$ cat src/sv/bpro_pkg.sv
package bpro_pkg;

   localparam int QUEUE_DEPTH = 4;
   localparam int QPTR_W      = $clog2(QUEUE_DEPTH);
   localparam int QCNT_W      = $clog2(QUEUE_DEPTH + 1);

   localparam int PIXEL_W     = 8;
   localparam int INDEX_W     = 16;
   localparam int SHIFT_W     = 9;
   localparam int CSR_INDEX_W = 2;
   localparam int CSR_DATA_W  = 9;

   localparam int MAP_DEPTH   = 1 << INDEX_W;
   localparam int FN_DEPTH    = 1 << PIXEL_W;

   localparam logic [PIXEL_W-1:0] PIXEL_MAX = 8'd255;

   typedef enum logic [2:0] {
      BLEND_COPY        = 3'd0,
      BLEND_TRANSPARENT = 3'd1,
      BLEND_ADD_WRAP    = 3'd2,
      BLEND_ADD_SAT     = 3'd3,
      BLEND_SUB_WRAP    = 3'd4,
      BLEND_SUB_CLAMP   = 3'd5,
      BLEND_COLOUR_MAP  = 3'd6,
      BLEND_COLOUR_FN   = 3'd7
   } blend_type;

   typedef enum logic [1:0] {
      ITEM_PIXEL    = 2'd0,
      ITEM_LOAD_FN  = 2'd1,
      ITEM_LOAD_MAP = 2'd2,
      ITEM_UNUSED   = 2'd3
   } item_type;

   typedef enum logic [CSR_INDEX_W-1:0] {
      CSR_BLEND_MODE  = 2'd0,
      CSR_SHADE_SHIFT = 2'd1
   } csr_index_type;

   typedef enum logic [2:0] {
      OP_ALU      = 3'd0,
      OP_MAP      = 3'd1,
      OP_FN       = 3'd2,
      OP_LOAD_FN  = 3'd3,
      OP_LOAD_MAP = 3'd4
   } op_kind_type;

   typedef struct packed {
      op_kind_type          kind;
      logic [INDEX_W-1:0]   addr;
      logic [PIXEL_W-1:0]   data;
      logic                 we;
   } op_type;

   typedef struct packed {
      logic [PIXEL_W-1:0] pixel;
      logic               we;
   } rsp_type;

   typedef struct packed {
      logic full;
      logic empty;
   } queue_status_type;

endpackage

$ cat src/sv/bpro_op_queue.sv
module bpro_op_queue (
   input  logic                       clock,
   input  logic                       reset,
   input  logic                       push,
   input  bpro_pkg::op_type           push_op,
   input  logic                       pop,
   output bpro_pkg::op_type           head_op,
   output bpro_pkg::queue_status_type status
);
   import bpro_pkg::*;

   op_type              entry_ff [QUEUE_DEPTH];
   logic [QPTR_W-1:0]   wptr_ff, wptr_in;
   logic [QPTR_W-1:0]   rptr_ff, rptr_in;
   logic [QCNT_W-1:0]   count_ff, count_in;
   logic                do_push;
   logic                do_pop;

   assign status.full  = (count_ff == QCNT_W'(QUEUE_DEPTH));
   assign status.empty = (count_ff == '0);
   assign do_push      = push && !status.full;
   assign do_pop       = pop && !status.empty;
   assign head_op      = entry_ff[rptr_ff];

   always_comb begin
      wptr_in  = do_push ? wptr_ff + 1'b1 : wptr_ff;
      rptr_in  = do_pop  ? rptr_ff + 1'b1 : rptr_ff;
      count_in = count_ff + QCNT_W'(do_push) - QCNT_W'(do_pop);
   end

   always_ff @(posedge clock) begin
      if (reset) begin
         wptr_ff  <= '0;
         rptr_ff  <= '0;
         count_ff <= '0;
      end else begin
         wptr_ff  <= wptr_in;
         rptr_ff  <= rptr_in;
         count_ff <= count_in;
      end
   end

   always_ff @(posedge clock) begin
      if (do_push) begin
         entry_ff[wptr_ff] <= push_op;
      end
   end

endmodule

$ cat config.mk
export PLATFORM = sky130hd
export DESIGN_NAME = bpro_op_queue
export DESIGN_NICKNAME = d
export VERILOG_FILES = /design/src/sv/bpro_pkg.sv /design/src/sv/bpro_op_queue.sv
export SDC_FILE = /design/constraint.sdc
export NUM_CORES = 1
export LEC_CHECK = 0
export CORE_MARGIN = 8
export CORE_UTILIZATION = 60
export DETAILED_ROUTE_END_ITERATION = 10
export DONT_BUFFER_PORTS = 1
export MAX_ROUTING_LAYER = met4
export PLACE_DENSITY_LB_ADDON = 0.1
export SLEW_MARGIN = 20
export SYNTH_ARGS = -nofsm -noshare
export SYNTH_HDL_FRONTEND = slang
export SYNTH_SLANG_ARGS = --single-unit
$ cat constraint.sdc
create_clock -name clock -period 4.1 [get_ports clock]
set_clock_uncertainty 0.1 [all_clocks]
set_input_delay 0.41 -clock clock [delete_from_list [all_inputs] [get_ports clock]]
set_output_delay 0.41 -clock clock [all_outputs]
set_load 0.02 [all_outputs]
==> metrics.txt <==
number of different library cells in the post-synthesis netlist 26; flip-flop cell with the highest count after synthesis sky130_fd_sc_hd__edfxtp_1; clock slew at reported path FFs 0.05 ns; basic-gate share of the synthesized area counting and, or, nand and nor cells 2.325%; xor-xnor portion of the synthesized cell area 0.5744%; standard cell area after detailed placement 4671 sq um; initial DRC count 108; cell type group with the largest total delay on the critical path flip-flops; Async S/R FF share, synth 0%; Final setup viols 0; number of rows in the core area 32; # clock sinks 121; data arrival time of the worst path 2.25 ns; maximum vdd ir drop 476.9 uV; Synth Area in Compound Gates 0.7112%; number of storage elements in the synthesis netlist 121; CTS H-Tree Depth 4; final core utilization 72.92%; chip width 103.3 microns; final hold viol count 0; top cells by count, synth 112 x sky130_fd_sc_hd__edfxtp_1, 20 x sky130_fd_sc_hd__mux4_2, 9 x sky130_fd_sc_hd__dfxtp_1; area used by multi-input combinational logic 930.9 sq um; post-synth top area share 73.52%; first-pass GRT wire length 11740 microns; WP buf/inv 0; Final Power 3.620 mW; pin count of the biggest net entering global routing 29; fraction of the yosys area taken by sequential cells 77.46%; Post-synth EDFFs 112; Syn Area/Cell 23.22 sq um; share of total power in sequential cells 44.3%; area share of fa/ha/maj cells after synthesis 2.079%; switching power of the nets 0.9412 mW; root buffer selected by CTS sky130_fd_sc_hd__clkbuf_8; kind of start point of the critical path flop; total non-filler cell area in the finished layout 5518 sq um; number of optimization iterations in the first detailed-route pass 4; top area cells in the synthesized netlist sky130_fd_sc_hd__edfxtp_1 74%, sky130_fd_sc_hd__mux4_2 9.8%, sky130_fd_sc_hd__mux4_1 4.6%, sky130_fd_sc_hd__dfxtp_1 3.9%, sky130_fd_sc_hd__ha_1 1.6%; netlist area before placement 4574 sq um; relative slew slack 37.04%; status finished, final reports clean; core outline area 7567 sq um; Worst-Margin Slew 0.9444 ns; Post-CTS Setup Inserts 0; TritonCTS clock tree done; fraction of layout cells with a size suffix above 1 21.57%; Post-Syn Nets 236; grt ovf 0; library cell with the highest instance count after synthesis sky130_fd_sc_hd__edfxtp_1; largest stage delay on the critical path 0.94 ns; leakage power figure 1.833 nW; WL per Instance 21.52 microns; Final TNS setup 0 ns; filler instances 439; Slew Limit Fails 0; dpl ws 1.571 ns; Worst setup EP type primary output; top fanout value on the critical path 28; multiplexer area fraction after synthesis 14.66%; internal portion of total power 2.678 mW; switching share of power 26.00%; worst min path class primary input to flop; Worst R2R Start count_ff[2]$_SDFF_PP0_; final setup slack of the worst path 1.340 ns; required time at the worst-slack endpoint 3.59 ns; number of buffers between clock root and the deepest sink 2; vias in the first global route 2190; wirelength, routed 7683 microns; global-route usage over all layers 16.27%; number of vias per cell 5.510; number of nets still failing antenna checks after routing 0; Hold Path Origin reset; total half-perimeter wirelength after legalization and detailed placement 4960 microns; top cell type by total area after synthesis sky130_fd_sc_hd__edfxtp_1; fraction of power consumed by the clock network 37.8%; Final min period 2.760 ns; number of max-capacitance violations reported 0; vias after detailed routing 1967; Comb pwr share 17.9%; Skew-Pair Late Insertion Delay 0.48 ns; cell-by-cell listing of the critical path mux4_1; power density of the placed cells 656.0 nW/um^2; number of placed I/O pins 62; Die Span Y 103.3 microns; highest clock frequency the design can meet 362.3 MHz; floorplan die area 10670 sq um; critical setup path kind flop to primary output; count of yosys warnings during synthesis 0; antenna violations before repair 0; unrepaired setup endpoints after global routing no; port bufs 0; starting density of the core 60.45%; DRC 0; combinational family with the most area after synthesis multiplexers; highest-delay cell along the critical path sky130_fd_sc_hd__dfxtp_2; TritonCTS Buffers 17; final-stage net count 282; number of antenna cells inserted 0; GP Congestion 0.7020; Sequential Area 3545 sq um; final worst-path cycle share 67.33%; Post-Syn Instances 197; P&R area growth vs syn 20.62%
## state kept, by name (all words and copies together) (netlist names), named ones only
signal    cells
count_ff      3
entry_ff    112
rptr_ff       2
wptr_ff       2
## cell usage in the layout, fill, tap and decap left out, drive strengths merged
cell	n
clkbuf	21
and2	4
nand2b	2
dlygate4sd3	29
clkinvlp	2
buf	5
edfxtp	112
or3	2
bufinv	3
dfxtp	9
nor3b	1
nor2b	2
o31ai	1
fa	1
nor2	4
a21oi	2
o21ai	2
xnor2	2
clkinv	5
nand2	1
ha	6
mux4	28
nor3	1
inv	8
xor2	1
mux2i	1
## per-layer routing
metal  wire length, microns  global-route usage (%)  up-vias
li1                       -                       -      905
met1                   3001                   17.09      992
met2                   4160                   26.85       61
met3                    430                   7.028        9
met4                     89                   5.895        0
met5                      0                       -        -
## power by group through the flow
| stage | logic, mW | registers, mW | clock network (mW) |
|---|---|---|---|
| 5_1_grt | 0.693 | 1.62 | 1.45 |
| 3_3_place_gp | 0.606 | 1.62 | 0 |
| 4_1_cts | 0.667 | 1.61 | 1.40 |
| 2_1_floorplan | 0.628 | 1.55 | 0 |
| 3_5_place_dp | 0.632 | 1.63 | 0 |
| 6_report | 0.649 | 1.60 | 1.37 |
## stage by stage
step	hold WS, ns	cells
6_report	0.04374	357
5_1_grt	0.01500	357
4_1_cts	0.003828	357
3_5_place_dp	0.3794	297
3_3_place_gp	0.3778	297
2_1_floorplan	0.3591	197
## cells by family after synthesis
logic type,after synthesis
XOR/XNOR,3
AND/OR/NAND/NOR,17
buffers and inverters,15
AO/OA/AOI/OAI,5
flip-flops,121
adder cells (fa/ha/maj),7
multiplexers,29
## path summary, 6_finish.rpt
kind,end,slack (ns),cells past startpoint
min,wptr_ff[1]$_SDFFE_PP0P_,0.04,2
max,head_op[27],1.34,1
max reg2reg,count_ff[2]$_SDFF_PP0_,1.58,10
min reg2reg,rptr_ff[1]$_SDFFE_PP0P_,0.41,2
## final cells by class
class	instances	share of cell area [%]
multi-input cells	61	16.87
repair buffers	34	5.941
clock inverters	10	2.313
flip-flops and latches	121	64.24
well taps	102	2.313
inverters	8	0.5442
clock buffers	21	7.778
## timing repair
item	in CTS	in global routing
hold endpoints to repair	121	0
gates resized for setup	0	0
hold buffers	29	0
Power figures use the tool's default switching activity.
