$ cat src/sv/bpro_pkg.sv
package bpro_pkg;

   localparam int QUEUE_DEPTH = 4;
   localparam int QPTR_W      = $clog2(QUEUE_DEPTH);
   localparam int QCNT_W      = $clog2(QUEUE_DEPTH + 1);

   localparam int PIXEL_W     = 8;
   localparam int INDEX_W     = 16;
   localparam int SHIFT_W     = 9;
   localparam int CSR_INDEX_W = 2;
   localparam int CSR_DATA_W  = 9;

   localparam int MAP_DEPTH   = 1 << INDEX_W;
   localparam int FN_DEPTH    = 1 << PIXEL_W;

   localparam logic [PIXEL_W-1:0] PIXEL_MAX = 8'd255;

   typedef enum logic [2:0] {
      BLEND_COPY        = 3'd0,
      BLEND_TRANSPARENT = 3'd1,
      BLEND_ADD_WRAP    = 3'd2,
      BLEND_ADD_SAT     = 3'd3,
      BLEND_SUB_WRAP    = 3'd4,
      BLEND_SUB_CLAMP   = 3'd5,
      BLEND_COLOUR_MAP  = 3'd6,
      BLEND_COLOUR_FN   = 3'd7
   } blend_type;

   typedef enum logic [1:0] {
      ITEM_PIXEL    = 2'd0,
      ITEM_LOAD_FN  = 2'd1,
      ITEM_LOAD_MAP = 2'd2,
      ITEM_UNUSED   = 2'd3
   } item_type;

   typedef enum logic [CSR_INDEX_W-1:0] {
      CSR_BLEND_MODE  = 2'd0,
      CSR_SHADE_SHIFT = 2'd1
   } csr_index_type;

   typedef enum logic [2:0] {
      OP_ALU      = 3'd0,
      OP_MAP      = 3'd1,
      OP_FN       = 3'd2,
      OP_LOAD_FN  = 3'd3,
      OP_LOAD_MAP = 3'd4
   } op_kind_type;

   typedef struct packed {
      op_kind_type          kind;
      logic [INDEX_W-1:0]   addr;
      logic [PIXEL_W-1:0]   data;
      logic                 we;
   } op_type;

   typedef struct packed {
      logic [PIXEL_W-1:0] pixel;
      logic               we;
   } rsp_type;

   typedef struct packed {
      logic full;
      logic empty;
   } queue_status_type;

endpackage

$ cat src/sv/bpro_front.sv
module bpro_front (
   input  logic                           clock,
   input  logic                           reset,
   input  logic                           req_push,
   input  logic [1:0]                     req_mode,
   input  logic [bpro_pkg::PIXEL_W-1:0]   req_src_pixel,
   input  logic [bpro_pkg::PIXEL_W-1:0]   req_dst_pixel,
   input  logic [bpro_pkg::INDEX_W-1:0]   req_table_index,
   input  logic [bpro_pkg::PIXEL_W-1:0]   req_table_value,
   input  logic                           csr_valid,
   input  logic [bpro_pkg::CSR_INDEX_W-1:0] csr_index,
   input  logic [bpro_pkg::CSR_DATA_W-1:0]  csr_wdata,
   input  bpro_pkg::queue_status_type     q_status,
   output logic                           op_push,
   output bpro_pkg::op_type               op_out
);
   import bpro_pkg::*;

   blend_type            blend_mode_ff, blend_mode_in;
   logic [SHIFT_W-1:0]   shade_shift_ff, shade_shift_in;

   logic [PIXEL_W:0]     sum9;
   logic [PIXEL_W:0]     diff9;
   logic signed [PIXEL_W+1:0] shade10;
   logic [PIXEL_W-1:0]   shade;
   logic                 keep;

   // CSR writes must come only while idle, which the user ensures; this block takes them whenever offered.
   always_comb begin
      blend_mode_in  = blend_mode_ff;
      shade_shift_in = shade_shift_ff;
      if (csr_valid) begin
         if (csr_index == CSR_BLEND_MODE) begin
            blend_mode_in = blend_type'(csr_wdata[2:0]);
         end
         if (csr_index == CSR_SHADE_SHIFT) begin
            shade_shift_in = csr_wdata[SHIFT_W-1:0];
         end
      end
   end

   always_ff @(posedge clock) begin
      if (reset) begin
         blend_mode_ff  <= BLEND_COPY;
         shade_shift_ff <= '0;
      end else begin
         blend_mode_ff  <= blend_mode_in;
         shade_shift_ff <= shade_shift_in;
      end
   end

   always_comb begin
      sum9    = {1'b0, req_dst_pixel} + {1'b0, req_src_pixel};
      diff9   = {1'b0, req_dst_pixel} - {1'b0, req_src_pixel};
      shade10 = $signed({2'b00, req_src_pixel})
              + $signed({shade_shift_ff[SHIFT_W-1], shade_shift_ff});
      if (shade10 < 0) begin
         shade = '0;
      end else if (shade10 > $signed({2'b00, PIXEL_MAX})) begin
         shade = PIXEL_MAX;
      end else begin
         shade = shade10[PIXEL_W-1:0];
      end
   end

   always_comb begin
      op_out.kind = OP_ALU;
      op_out.addr = req_table_index;
      op_out.data = req_table_value;
      op_out.we   = 1'b1;
      keep        = 1'b1;
      unique case (item_type'(req_mode))
         ITEM_PIXEL: begin
            unique case (blend_mode_ff)
               BLEND_COPY: begin
                  op_out.data = req_src_pixel;
               end
               BLEND_TRANSPARENT: begin
                  op_out.data = (req_src_pixel != '0) ? req_src_pixel : req_dst_pixel;
                  op_out.we   = (req_src_pixel != '0);
               end
               BLEND_ADD_WRAP: begin
                  op_out.data = sum9[PIXEL_W-1:0];
               end
               BLEND_ADD_SAT: begin
                  op_out.data = sum9[PIXEL_W] ? PIXEL_MAX : sum9[PIXEL_W-1:0];
               end
               BLEND_SUB_WRAP: begin
                  op_out.data = diff9[PIXEL_W-1:0];
               end
               BLEND_SUB_CLAMP: begin
                  op_out.data = diff9[PIXEL_W] ? '0 : diff9[PIXEL_W-1:0];
               end
               BLEND_COLOUR_MAP: begin
                  op_out.kind = OP_MAP;
                  op_out.addr = {req_dst_pixel, shade};
               end
               BLEND_COLOUR_FN: begin
                  op_out.kind = OP_FN;
                  op_out.addr = {{(INDEX_W-PIXEL_W){1'b0}}, req_src_pixel};
               end
            endcase
         end
         ITEM_LOAD_FN: begin
            op_out.kind = OP_LOAD_FN;
         end
         ITEM_LOAD_MAP: begin
            op_out.kind = OP_LOAD_MAP;
         end
         ITEM_UNUSED: begin
            keep = 1'b0;
         end
      endcase
   end

   // Drop unused item codes at the door: accepted, never queued.
   assign op_push = req_push && !q_status.full && keep;

endmodule

$ cat config.mk
export PLATFORM = sky130hd
export DESIGN_NAME = bpro_front
export DESIGN_NICKNAME = d
export VERILOG_FILES = /design/src/sv/bpro_pkg.sv /design/src/sv/bpro_front.sv
export SDC_FILE = /design/constraint.sdc
export NUM_CORES = 1
export LEC_CHECK = 0
export BUFFER_PORTS_ARGS = -buffer_cell sky130_fd_sc_hd__buf_2
export CAP_MARGIN = 30
export CORE_UTILIZATION = 51
export CTS_BUF_LIST = sky130_fd_sc_hd__clkbuf_2 sky130_fd_sc_hd__clkbuf_4 sky130_fd_sc_hd__clkbuf_8
export DETAILED_ROUTE_END_ITERATION = 6
export GPL_TIMING_DRIVEN = 0
export PLACE_DENSITY = 0.87
export REMOVE_ABC_BUFFERS = 1
export SLEW_MARGIN = 15
export SYNTH_ARGS = -nofsm -noshare
export SYNTH_HDL_FRONTEND = slang
export SYNTH_SLANG_ARGS = --single-unit
$ cat constraint.sdc
create_clock -name clock -period 2.6 [get_ports clock]
set_clock_uncertainty 0.05 [all_clocks]
set_input_delay 0.26 -clock clock [delete_from_list [all_inputs] [get_ports clock]]
set_output_delay 0.26 -clock clock [all_outputs]
set_load 0.005 [all_outputs]
==> metrics.cfg <==
[clocking]
clkTransAtPathRegs_ps=50
cts.sinks=12
cts_tree=built
htree_num_levels=1
cts_hold_buf=0
root_buffer=clkbuf_8
cts_buffers=3
clock_path_buffers=2
clk_latency_ps=250

[power]
p_total_mw=0.849
p_leak_nw=1.40
peakVddDrop_v=0.000296
power_per_cell_area_mw_per_mm2=282

[finish]
final_common_cell=buf_2
instances_no_fill=444
syn2layout_area_growth_pct=33.5
layout_common_cells=buf_2 (83), nor2_1 (48), a21oi_1 (27)
fin_area_mm2=0.00301
drive_gt1_share_pct=38.1
fin_util_pct=73.1
antennaDiodeCount=0
final_nets=481

[placement]
placed_area_mm2=0.00266
gp_congestion=0.914
io_buffers=86
place_hpwl_mm=5.07
dpl.cell_count=429

[sta]
finalSetupViolCount=7
final-hold-violation-count=0
setup_tns_ps=-364
slew_headroom_pct=58.9
maxSlewViolCount=0
period_needed_ps=2690
max_freq_ghz=0.372
setup_ws_ps=-89.5
timing.final.crit_share_pct=103
grt_setup_unrepaired=true
worst_pin_slew_ps=615

[setup_path]
worst_ep_arrival_time_ps=2380
crit_fanout=5
crit_path_end_kind=output port
max_stage_delay_ps=350
start_kind=flop
r2r_slack_ps=1750
slowest_stage=dfxtp_2
worstPathCellList=ha_4 -> inv_2 -> fa_2 -> nor2b_2 -> o2111ai_2 -> a31oi_2 -> xor2_2 -> buf_4 -> o21ai_2 -> a31oi_1 -> buf_2
path_class=reg -> out
cp.required_ps=2290

[floorplanning]
die-height_um=68.5
core-area_mm2=0.00412
die_area_mm2=0.00469
ios=88
initial_core_util_pct=54.8
rows=23
die_w_um=68.5

[synth]
netlist-cell-type-count=61
syn-instance-count=310
async_flop_share_pct=0
synth-main-ff-cell=dfxtp_1
synth_edf_count=0
yosysWarnings=0
yosysSeqAreaShare_pct=10.7
avgSynthCellArea_um2=7.27
ys_seq_elements=12
netlist_area_mm2=0.00225

[status]
violations=negative setup slack
status=finished, violations left

[grt]
antenna_found_initial=0
grt_pass1_wl_mm=10.7
grt_max_degree=25
first_global_vias=2405
gr-total-overflow=0
grt_use_total_pct=30.5

[detailed_routing]
ant_nets=0
drtIter0Drc=162
wl_per_cell_um=16.2
firstDrtPassIters=5
vias=2761
drc=0
vias_per_cell=6.22
routed_wirelength_mm=7.19

[worst_hold_path]
hold_path.class=in -> reg

[run]
maxCapViolations=0

[cells by family (layout without fill, tap and decap cells)]
logic type | count (synthesis) | after routing | share of synthesized area (%)
AO/OA/AOI/OAI | 102 | 102 | 32.4
AND/OR/NAND/NOR | 107 | 107 | 23.8
XOR/XNOR | 10 | 10 | 3.89
multiplexers | 13 | 13 | 5.83
flip-flops | 12 | 12 | 10.7
adder cells (fa/ha/maj) | 27 | 27 | 16.0
buffers and inverters | 39 | 123 | 7.44
[final timing paths]
check	cells after the start	from	end
worst max-delay path	11	shade_shift_ff[0]$_SDFFE_PP0P_	op_out[12]
worst min-delay path	3	csr_wdata[6]	shade_shift_ff[6]$_SDFFE_PP0P_
worst max register to register	2	blend_mode_ff[1]$_SDFFE_PP0P_	blend_mode_ff[1]$_SDFFE_PP0P_
worst min register to register	2	shade_shift_ff[6]$_SDFFE_PP0P_	shade_shift_ff[6]$_SDFFE_PP0P_
[worst max-delay path: cells and delay by family (launching register included)]
kind / cells / cell delay, ps
simple gates: 1 / 160
buf+inv: 3 / 330
flops: 1 / 350
compound gates: 4 / 550
fa+ha+maj: 2 / 470
xor+xnor: 1 / 260
[repair_timing]
action / 4_1_cts / 5_1_grt
setup endpoints to repair: 24 / 15
hold endpoints to repair: 0 / 0
pin swaps: 19 / 9
gates resized for setup: 43 / 16
setup buffers: 8 / 3
[state kept, by name, indices dropped and copies added, names as in the netlist]
| register | cells |
|---|---|
| blend_mode_ff | 3 |
| shade_shift_ff | 9 |
[routing by layer]
layer / vias to the layer above / wire length (µm) / part of all wire, % / track usage [%]
li1: 1298 / - / - / -
met1: 1295 / 2830 / 39 / 35.3
met2: 146 / 3620 / 50 / 55.0
met3: 22 / 544 / 7.6 / 3.33
met4: 0 / 184 / 2.6 / 14.8
met5: - / 0 / 0 / 0
[stage by stage]
stage / setup slack [ps] / hold slack [ps]
finish: -89.5 / 201
CTS: -117 / 199
global placement: -377 / 429
floorplan: 88.8 / 282
global route: -187 / 204
detailed placement: -417 / 445
[cell type report]
type | instances | area (µm²)
timing repair buffer | 97 | 536
sequential | 12 | 250
tap | 50 | 62.6
clock buffer | 4 | 55.1
fill | 324 | 1110
multi-input combinational | 259 | 2020
inverter | 22 | 85.1
[synth_stat cells (5+ instances only)]
library cell   n  share of area (%)
ha_1          24                 13
clkbuf_1      10                1.7
mux2i_1       12                5.3
nor2_1        49                8.2
o21ai_0       17                3.8
xnor2_1        6                2.3
inv_1         22                3.7
nand2_1       12                2.0
nand2b_1       5                1.4
a31oi_1        7                1.9
buf_4          5                1.7
a21oi_1       28                6.2
nand3_1        8                1.8
a22o_1         8                3.1
dfxtp_1       12                 11
nor2b_1        6                1.7
[where the power goes]
group	switching (mW)	internal [mW]
Combinational	0.231	0.211
Sequential	0.0120	0.189
Clock	0.0716	0.134
(Power assumes the default switching activity.)
